**config.mk**
```make
export PLATFORM = sky130hd
export DESIGN_NAME = stable_sorted_priority_queue_flat
export DESIGN_NICKNAME = d
export VERILOG_FILES = /design/src/design/sspq_pkg.sv /design/src/design/sspq_if.sv /design/src/design/sspq_cell.sv /design/src/design/stable_sorted_priority_queue.sv /design/src/flat_wrapper.sv
export SDC_FILE = /design/constraint.sdc
export NUM_CORES = 2
export LEC_CHECK = 0
export ABC_AREA = 1
export BUFFER_PORTS_ARGS = -buffer_cell sky130_fd_sc_hd__buf_2
export CORE_UTILIZATION = 60
export CTS_BUF_LIST = sky130_fd_sc_hd__clkbuf_2 sky130_fd_sc_hd__clkbuf_4 sky130_fd_sc_hd__clkbuf_8
export CTS_CLUSTER_SIZE = 14
export DETAILED_ROUTE_END_ITERATION = 8
export PLACE_DENSITY = 0.8
export SYNTH_ARGS = -nofsm -noshare
export SYNTH_HDL_FRONTEND = slang
export SYNTH_HIERARCHICAL = 1
export SYNTH_SLANG_ARGS = --single-unit
```
**constraint.sdc**
```tcl
create_clock -name clk -period 8.3 [get_ports clk]
set_clock_uncertainty 0.15 [all_clocks]
set_input_delay 0.415 -clock clk [delete_from_list [all_inputs] [get_ports clk]]
set_output_delay 0.415 -clock clk [all_outputs]
set_load 0.05 [all_outputs]
```
**src/design/sspq_pkg.sv**
```systemverilog
package sspq_pkg;

  localparam int VALUE_W = 32;
  localparam int PRIO_IN_W = 8;
  localparam int OCC_W = 5;

  typedef enum logic {
    OP_INSERT = 1'b0,
    OP_POP    = 1'b1
  } opcode_t;

  typedef enum logic [1:0] {
    ST_INSERTED  = 2'd0,
    ST_POPPED    = 2'd1,
    ST_POP_EMPTY = 2'd2,
    ST_DROP_FULL = 2'd3
  } status_t;

  // shift command broadcast to every cell
  typedef struct packed {
    logic ins;
    logic pop;
  } cell_cmd_t;

endpackage

```
**src/design/sspq_if.sv**
```systemverilog
interface sspq_in_if;
  import sspq_pkg::*;
  logic                        valid;
  logic                        ready;
  opcode_t                     opcode;
  logic signed [VALUE_W-1:0]   value;
  logic        [PRIO_IN_W-1:0] prio;

  modport source(output valid, opcode, value, prio, input ready);
  modport sink(input valid, opcode, value, prio, output ready);
endinterface

interface sspq_out_if;
  import sspq_pkg::*;
  logic                      valid;
  logic                      ready;
  logic signed [VALUE_W-1:0] popped_value;
  status_t                   status;
  logic        [OCC_W-1:0]   occupancy;

  modport source(output valid, popped_value, status, occupancy, input ready);
  modport sink(input valid, popped_value, status, occupancy, output ready);
endinterface

```
**src/design/sspq_cell.sv**
```systemverilog
module sspq_cell #(
  parameter int PRIO_BITS = 8
) (
  input  logic                            clk,
  input  sspq_pkg::cell_cmd_t             cmd,
  input  logic                            occupied,
  input  logic [sspq_pkg::VALUE_W-1:0]    new_val,
  input  logic [PRIO_BITS-1:0]            new_prio,
  input  logic                            left_stay,
  input  logic [sspq_pkg::VALUE_W-1:0]    left_val,
  input  logic [PRIO_BITS-1:0]            left_prio,
  input  logic [sspq_pkg::VALUE_W-1:0]    right_val,
  input  logic [PRIO_BITS-1:0]            right_prio,
  output logic [sspq_pkg::VALUE_W-1:0]    val,
  output logic [PRIO_BITS-1:0]            prio,
  output logic                            stay
);
  import sspq_pkg::*;

  logic [VALUE_W-1:0]   val_r, val_nxt;
  logic [PRIO_BITS-1:0] prio_r, prio_nxt;

  // equal priority stays ahead of the newcomer
  assign stay = occupied && (prio_r <= new_prio);

  always_comb begin
    val_nxt  = val_r;
    prio_nxt = prio_r;
    if (cmd.ins) begin
      if (!stay) begin
        if (left_stay) begin
          val_nxt  = new_val;
          prio_nxt = new_prio;
        end else begin
          val_nxt  = left_val;
          prio_nxt = left_prio;
        end
      end
    end else if (cmd.pop) begin
      val_nxt  = right_val;
      prio_nxt = right_prio;
    end
  end

  always_ff @(posedge clk) begin
    val_r  <= val_nxt;
    prio_r <= prio_nxt;
  end

  assign val  = val_r;
  assign prio = prio_r;

endmodule

```
**src/design/stable_sorted_priority_queue.sv**
```systemverilog
// Sorted priority queue, lower priority number served first, ties in arrival order.
// in_ch carries one word per operation: opcode insert (value, prio) or pop.
// out_ch returns exactly one word per accepted input: popped value (zero unless
// a pop succeeded), status (inserted, popped, pop on empty, insert dropped
// because full) and the occupancy after the operation.
// Storage is a row of QUEUE_DEPTH cells; every cell compares its priority with
// the incoming one in parallel and shifts toward its neighbor in the same cycle,
// so each operation updates all cells together.
// The result word is registered and shows in the cycle after acceptance.
// Throughput: one word per cycle while out_ch is ready.
// in_ch.ready is high whenever the result register is empty or being taken;
// when the receiver stalls the result holds and in_ch stalls with it.
// Reset (rst_n low, synchronous) empties the queue and drops any pending result;
// there is no clearing pass, the queue is usable the cycle after reset.
module stable_sorted_priority_queue #(
  parameter int QUEUE_DEPTH = 16,
  parameter int PRIO_BITS   = 8
) (
  input  logic       clk,
  input  logic       rst_n,
  sspq_in_if.sink    in_ch,
  sspq_out_if.source out_ch
);
  import sspq_pkg::*;

  localparam int CNT_W = $clog2(QUEUE_DEPTH + 1);

  logic [CNT_W-1:0]          count_r, count_nxt;
  logic                      out_valid_r;
  logic signed [VALUE_W-1:0] popped_r, popped_nxt;
  status_t                   status_r, status_nxt;
  logic [OCC_W-1:0]          occ_r;

  logic                      accept, full, empty;
  cell_cmd_t                 cmd;
  logic [PRIO_BITS-1:0]      new_prio;

  logic [VALUE_W-1:0]   cell_val  [QUEUE_DEPTH];
  logic [PRIO_BITS-1:0] cell_prio [QUEUE_DEPTH];
  logic                 cell_stay [QUEUE_DEPTH];

  assign in_ch.ready = !out_valid_r || out_ch.ready;
  assign accept      = in_ch.valid && in_ch.ready;
  assign full        = (count_r == CNT_W'(QUEUE_DEPTH));
  assign empty       = (count_r == '0);
  assign new_prio    = PRIO_BITS'(in_ch.prio);

  assign cmd.ins = accept && (in_ch.opcode == OP_INSERT) && !full;
  assign cmd.pop = accept && (in_ch.opcode == OP_POP) && !empty;

  for (genvar i = 0; i < QUEUE_DEPTH; i++) begin : g_cell
    logic                 l_stay;
    logic [VALUE_W-1:0]   l_val, r_val;
    logic [PRIO_BITS-1:0] l_prio, r_prio;

    if (i == 0) begin : g_head
      // the head takes the newcomer whenever it does not stay itself
      assign l_stay = 1'b1;
      assign l_val  = in_ch.value;
      assign l_prio = new_prio;
    end else begin : g_mid
      assign l_stay = cell_stay[i-1];
      assign l_val  = cell_val[i-1];
      assign l_prio = cell_prio[i-1];
    end

    if (i == QUEUE_DEPTH - 1) begin : g_tail
      assign r_val  = cell_val[i];
      assign r_prio = cell_prio[i];
    end else begin : g_body
      assign r_val  = cell_val[i+1];
      assign r_prio = cell_prio[i+1];
    end

    sspq_cell #(.PRIO_BITS(PRIO_BITS)) u_cell (
      .clk       (clk),
      .cmd       (cmd),
      .occupied  (CNT_W'(i) < count_r),
      .new_val   (in_ch.value),
      .new_prio  (new_prio),
      .left_stay (l_stay),
      .left_val  (l_val),
      .left_prio (l_prio),
      .right_val (r_val),
      .right_prio(r_prio),
      .val       (cell_val[i]),
      .prio      (cell_prio[i]),
      .stay      (cell_stay[i])
    );
  end

  always_comb begin
    count_nxt  = count_r;
    popped_nxt = '0;
    status_nxt = ST_INSERTED;
    if (in_ch.opcode == OP_INSERT) begin
      if (full) begin
        status_nxt = ST_DROP_FULL;
      end else begin
        count_nxt = count_r + CNT_W'(1);
      end
    end else begin
      if (empty) begin
        status_nxt = ST_POP_EMPTY;
      end else begin
        popped_nxt = cell_val[0];
        status_nxt = ST_POPPED;
        count_nxt  = count_r - CNT_W'(1);
      end
    end
  end

  always_ff @(posedge clk) begin
    if (!rst_n) begin
      count_r     <= '0;
      out_valid_r <= 1'b0;
    end else begin
      if (accept) begin
        count_r     <= count_nxt;
        out_valid_r <= 1'b1;
      end else if (out_ch.ready) begin
        out_valid_r <= 1'b0;
      end
    end
  end

  always_ff @(posedge clk) begin
    if (accept) begin
      popped_r <= popped_nxt;
      status_r <= status_nxt;
      occ_r    <= OCC_W'(count_nxt);
    end
  end

  assign out_ch.valid        = out_valid_r;
  assign out_ch.popped_value = popped_r;
  assign out_ch.status       = status_r;
  assign out_ch.occupancy    = occ_r;

endmodule

```
**src/flat_wrapper.sv**
```systemverilog
// flat-port wrapper written by rule: the top's interface ports become plain ports
module stable_sorted_priority_queue_flat import sspq_pkg::*;
#(
  parameter int QUEUE_DEPTH = 16,
  parameter int PRIO_BITS   = 8
)
  (clk, rst_n, in_ch_valid, in_ch_opcode, in_ch_value, in_ch_prio, in_ch_ready, out_ch_valid, out_ch_popped_value, out_ch_status, out_ch_occupancy, out_ch_ready);
  sspq_in_if in_ch_i ();
  sspq_out_if out_ch_i ();
  input  logic clk;
  input  logic rst_n;
  input wire logic [$bits(in_ch_i.valid)-1:0] in_ch_valid;
  input wire logic [$bits(in_ch_i.opcode)-1:0] in_ch_opcode;
  input wire logic [$bits(in_ch_i.value)-1:0] in_ch_value;
  input wire logic [$bits(in_ch_i.prio)-1:0] in_ch_prio;
  output wire logic [$bits(in_ch_i.ready)-1:0] in_ch_ready;
  output wire logic [$bits(out_ch_i.valid)-1:0] out_ch_valid;
  output wire logic [$bits(out_ch_i.popped_value)-1:0] out_ch_popped_value;
  output wire logic [$bits(out_ch_i.status)-1:0] out_ch_status;
  output wire logic [$bits(out_ch_i.occupancy)-1:0] out_ch_occupancy;
  input wire logic [$bits(out_ch_i.ready)-1:0] out_ch_ready;
  assign in_ch_i.valid = in_ch_valid;
  assign in_ch_i.opcode = in_ch_opcode;
  assign in_ch_i.value = in_ch_value;
  assign in_ch_i.prio = in_ch_prio;
  assign in_ch_ready = in_ch_i.ready;
  assign out_ch_valid = out_ch_i.valid;
  assign out_ch_popped_value = out_ch_i.popped_value;
  assign out_ch_status = out_ch_i.status;
  assign out_ch_occupancy = out_ch_i.occupancy;
  assign out_ch_i.ready = out_ch_ready;
  stable_sorted_priority_queue #(.QUEUE_DEPTH(QUEUE_DEPTH), .PRIO_BITS(PRIO_BITS)) u_core (.clk(clk), .rst_n(rst_n), .in_ch(in_ch_i), .out_ch(out_ch_i));
endmodule
```
# Yosys cells after proc, flatten, opt, wreduce, memory -nomap -nowiden

Index checks and enable logic that the tools add are counted.

Logic and storage cells: 262
Input port bits: 45
Output and inout bits: 41
Flip-flop bits (word level): 685

Add/sub/neg operators: 2
Muxes and demuxes: 128
Reductions and logical operators: 45
Equal/unequal tests: 16
Magnitude comparators: 32
Bitwise logic cells: 2

Operators by type and width:

| operator                                                  | count |
|---|---|
| two-way mux 32 bit                                        | 60 |
| two-way mux 8 bit                                         | 60 |
| <= comparator 8 bit                                       | 16 |
| less-than comparator 4 x 5 -> 1 bit, first input constant | 8 |
| AND reduction 2 bit                                       | 16 |
| inequality test 2 bit, second input constant              | 15 |
| logical AND 1 bit                                         | 21 |
| less-than comparator 3 x 5 -> 1 bit, first input constant | 4 |
| two-way mux 5 bit                                         | 3 |
| less-than comparator 1 x 5 -> 1 bit, first input constant | 2 |
| less-than comparator 2 x 5 -> 1 bit, first input constant | 2 |
| two-way mux 2 bit                                         | 3 |
| adder 5 x 1 -> 5 bit, second input constant               | 1 |
| equality test 5 bit, second input constant                | 1 |
| logical NOT 5 bit                                         | 1 |
| subtractor 5 x 1 -> 5 bit, second input constant          | 1 |
| nonzero test 2 bit                                        | 2 |
| logical NOT 1 bit                                         | 3 |
| two-way mux 1 bit                                         | 2 |
| NOT 1 bit                                                 | 2 |
| OR reduction 2 bit                                        | 1 |
| logical OR 1 bit                                          | 1 |

# Longest topological paths before layout

Word-level depth: 7
Gate-level depth with buffers: 16
Gate-level depth less buffers: 15

# Modules after synthesis

The synthesis kept the hierarchy.

Modules (own cells, without submodules):

| module                       | area an instance (um2) | times used | cells an instance | sequential area each (um2) |
|---|---|---|---|---|
| sspq_cell                    | 2,262.2                | 16         | 259               | 1,201.2 |
| stable_sorted_priority_queue | 2,115.8                | 1          | 226               | 1,291.2 |

# Least setup slack after synthesis

OpenSTA, ideal clock, no wires.

Kind: register -> register
From: reg u_core.out_valid_r, in the netlist u_core/out_ch.valid
To: reg u_core.g_cell[0].u_cell.prio_r[0] (enable)
Data required time: 7,752 ps
Path slack: 2,715 ps
Arrival time: 5,037 ps
Library setup time: 398 ps
Clock period less this slack: 5,585 ps
Buffers on the path: 1
Cell stages (with the launch flop): 7
Path through: dfxtp_1 nand2_1 nand2_2 nor2_1 clkbuf_4 nand2_1 nand2_1

RTL lines:

| element                | RTL line                            | text |
|---|---|---|
| from (decl)            | stable_sorted_priority_queue.sv:29  | `logic out_valid_r;` |
| from (signal assigned) | stable_sorted_priority_queue.sv:116 | `out_valid_r <= 1'b0;` |
| from (signal assigned) | stable_sorted_priority_queue.sv:120 | `out_valid_r <= 1'b1;` |
| from (signal assigned) | stable_sorted_priority_queue.sv:122 | `out_valid_r <= 1'b0;` |
| to (signal assigned)   | sspq_cell.sv:47                     | `prio_r <= prio_nxt;` |
| to (decl)              | sspq_cell.sv:21                     | `logic [PRIO_BITS-1:0] prio_r, prio_nxt;` |

==> results.yml <==
detailed_routing:
  routed_wirelength_normalized_by_instance_count_um: 19.2
  routed_via_density: 6.04
  routed_wl_um: 101000
  via_count: 32000
  remaining_drc_errors: 0
  firstDrtPassIters: 6
  number_of_antenna_violating_nets_in_the_routed_design: 0
  detail_route.iter0.violations: 3952
sta:
  fmaxAchievable_mhz: 222
  report.final.setup_viol: 0
  final-hold-violation-count: 0
  post-route-min-period_ps: 4510
  post-route-worst-setup-slack_ps: 3790
  worst_slew_margin_rel: 0.150
  worst_slew_pin_slew_ps: 1270
  timing.setup.tns_ps: 0
  setup_repair_after_global_routing_missed_its_margin: "false"
  hold-worst-slack_ps: 96.4
  timing.final.max_slew_violations: 0
  period_share: 0.543
die:
  fp.dieArea_um2: 64900
  core_area_um2: 63100
  floorplan.die.height_um: 255
  initial_core_util: 0.607
  io_pins: 86
  rows: 92
  die_width_um: 255
global_route:
  maximum_number_of_pins_on_one_net_before_global_route_repair: 189
  grt_first_pass_wirelength_um: 160000
  first_global_vias: 31700
  overflow_left_after_global_routing: 0
  track_usage: 0.309
  number_of_antenna_violations_at_the_first_check_in_global_routing: 0
run_status:
  status: "completed"
setup_path:
  reg2reg_depth: 14
  critical_path_class: "flop to flop"
  required_ps: 8560
  startpoint_type: "flop"
  critical_path.endpoint_type: "flop"
  critical_path_arrival_ps: 4770
  worst-path-max-fanout: 188
clocking:
  cts_made_buffers: 107
  cts_htree_levels: 3
  tritoncts: "yes"
  max-clock-path-buffers: 3
  clk_pin_slew_worst_paths_ps: 70
  postCtsSetupBuffers: 0
  root_buffer: "sky130_fd_sc_hd__clkbuf_8"
  worstSkewPairLatency_ps: 720
  tritoncts_num_sinks: 685
placement:
  portBuffers: 85
  dp_hpwl_um: 67000
  place_congestion: 0.912
  post-place-ws_ps: 3960
power:
  power.static_leakage_nw: 16.5
  pwr_density_cell_nw_per_um2: 230
  totalPowerFinal_w: 0.00928
  peakVddDrop_mv: 0.126
finish:
  final_util: 0.640
  nets: 4540
  layout-area-overhead-vs-synth_pct: 5.35
  fillCellCount: 5156
  final_layout_size_suffix_gt1_frac: 0.0785
  antenna-diode-count: 0
logic_synthesis:
  syn_area_um2: 38300
  synthesis.yosys.warnings: 6
  synth_cells: 4369
  synthesis.area_per_instance_um2: 8.77
min_path:
  timing.hold.worst_path_depth: 5
  min_path_type: "input pin to flop"
job:
  drv.max_cap_violation_count: 0
==> critical path: stages (launching register included) <==
cell and delay, ps:
sky130_fd_sc_hd__dfxtp_1 440, sky130_fd_sc_hd__clkinv_1 280, sky130_fd_sc_hd__ha_1 330, sky130_fd_sc_hd__inv_1 80
sky130_fd_sc_hd__nor2_1 50, sky130_fd_sc_hd__nand2_1 90, sky130_fd_sc_hd__nand2_2 100, sky130_fd_sc_hd__nor2_4 190
sky130_fd_sc_hd__buf_12 500, sky130_fd_sc_hd__buf_4 750, sky130_fd_sc_hd__inv_1 90, sky130_fd_sc_hd__buf_4 290
sky130_fd_sc_hd__nand2_1 100, sky130_fd_sc_hd__nand2_1 210, sky130_fd_sc_hd__buf_4 350
==> layout make-up <==
class                      instances  area [um2]  area share
sequential                       685       20500       0.508
clock inverter                    56         302     0.00747
tap                              846        1060      0.0262
multi-input combinational       3149       14900       0.368
timing repair buffer             143         881      0.0218
clock buffer                     136        1700      0.0420
inverter                         277        1040      0.0258
==> path summary, 6_finish.rpt <==
kind	from	end	slack, ps
worst max-delay path	u_core/count_r[0]$_SDFFE_PN0P_	u_core/g_cell[9].u_cell/val[19]$_DFFE_PP_	3790
worst min-delay path	rst_n	u_core/count_r[1]$_SDFFE_PN0P_	100
worst max register to register	u_core/count_r[0]$_SDFFE_PN0P_	u_core/g_cell[9].u_cell/val[19]$_DFFE_PP_	3790
worst min register to register	u_core/g_cell[1].u_cell/val[5]$_DFFE_PP_	u_core/g_cell[0].u_cell/val[5]$_DFFE_PP_	410
==> sequential cells by signal, indices dropped and copies added, names as in the netlist <==
register	count
u_core/g_cell.u_cell/val	512
u_core/count_r	5
u_core/out_ch.occupancy	5
u_core/out_ch.popped_value	32
u_core/out_ch.valid	1
u_core/g_cell.u_cell/prio	128
u_core/out_ch.status	2
==> metrics by stage <==
| step | instances | instance area (um2) |
|---|---|---|
| 2_1_floorplan | 4373 | 38300 |
| 3_3_place_gp | 5097 | 38300 |
| 3_5_place_dp | 5097 | 38300 |
| 4_1_cts | 5292 | 40400 |
| 5_1_grt | 5292 | 40400 |
| 6_report | 5292 | 40400 |
==> cell usage in the layout (no fill, tap or decap), drive strengths merged, types with 2 or more instances in the layout <==
cell         instances
dfxtp                6
buf                140
clkbuf             136
xor2                 2
edfxtp             679
nand3               15
dlygate4sd3          3
o21ai             1287
nand4               20
ha                 132
a21oi               38
inv                278
bufinv               2
conb                 5
clkinvlp             2
clkinv              51
nand2              899
a21o                16
nor2               732
==> power by group <==
group          leakage (nW)  switching (W)  internal, W
Clock                  1.05        0.00136      0.00140
Sequential             6.49       0.000272      0.00442
Combinational          8.96        0.00133     0.000494
Total                  16.5        0.00297      0.00631
==> metal layers <==
| metal | vias to the layer above | global-route usage | routed length, um | share of wire |
|---|---|---|---|---|
| met5 | - | 0 | 0 | 0 |
| met4 | 0 | 0.140 | 3370 | 0.033 |
| met3 | 266 | 0.0367 | 7620 | 0.075 |
| met2 | 1680 | 0.527 | 50800 | 0.50 |
| met1 | 15200 | 0.397 | 39500 | 0.39 |
| li1 | 14900 | - | - | - |
==> repair_timing <==
| item | in CTS | in global routing |
|---|---|---|
| endpoints found under the hold margin | 2 | 0 |
| hold buffers | 3 | 0 |
| resized for setup | 0 | 0 |
Note: power is estimated with default switching activity, not from simulation.
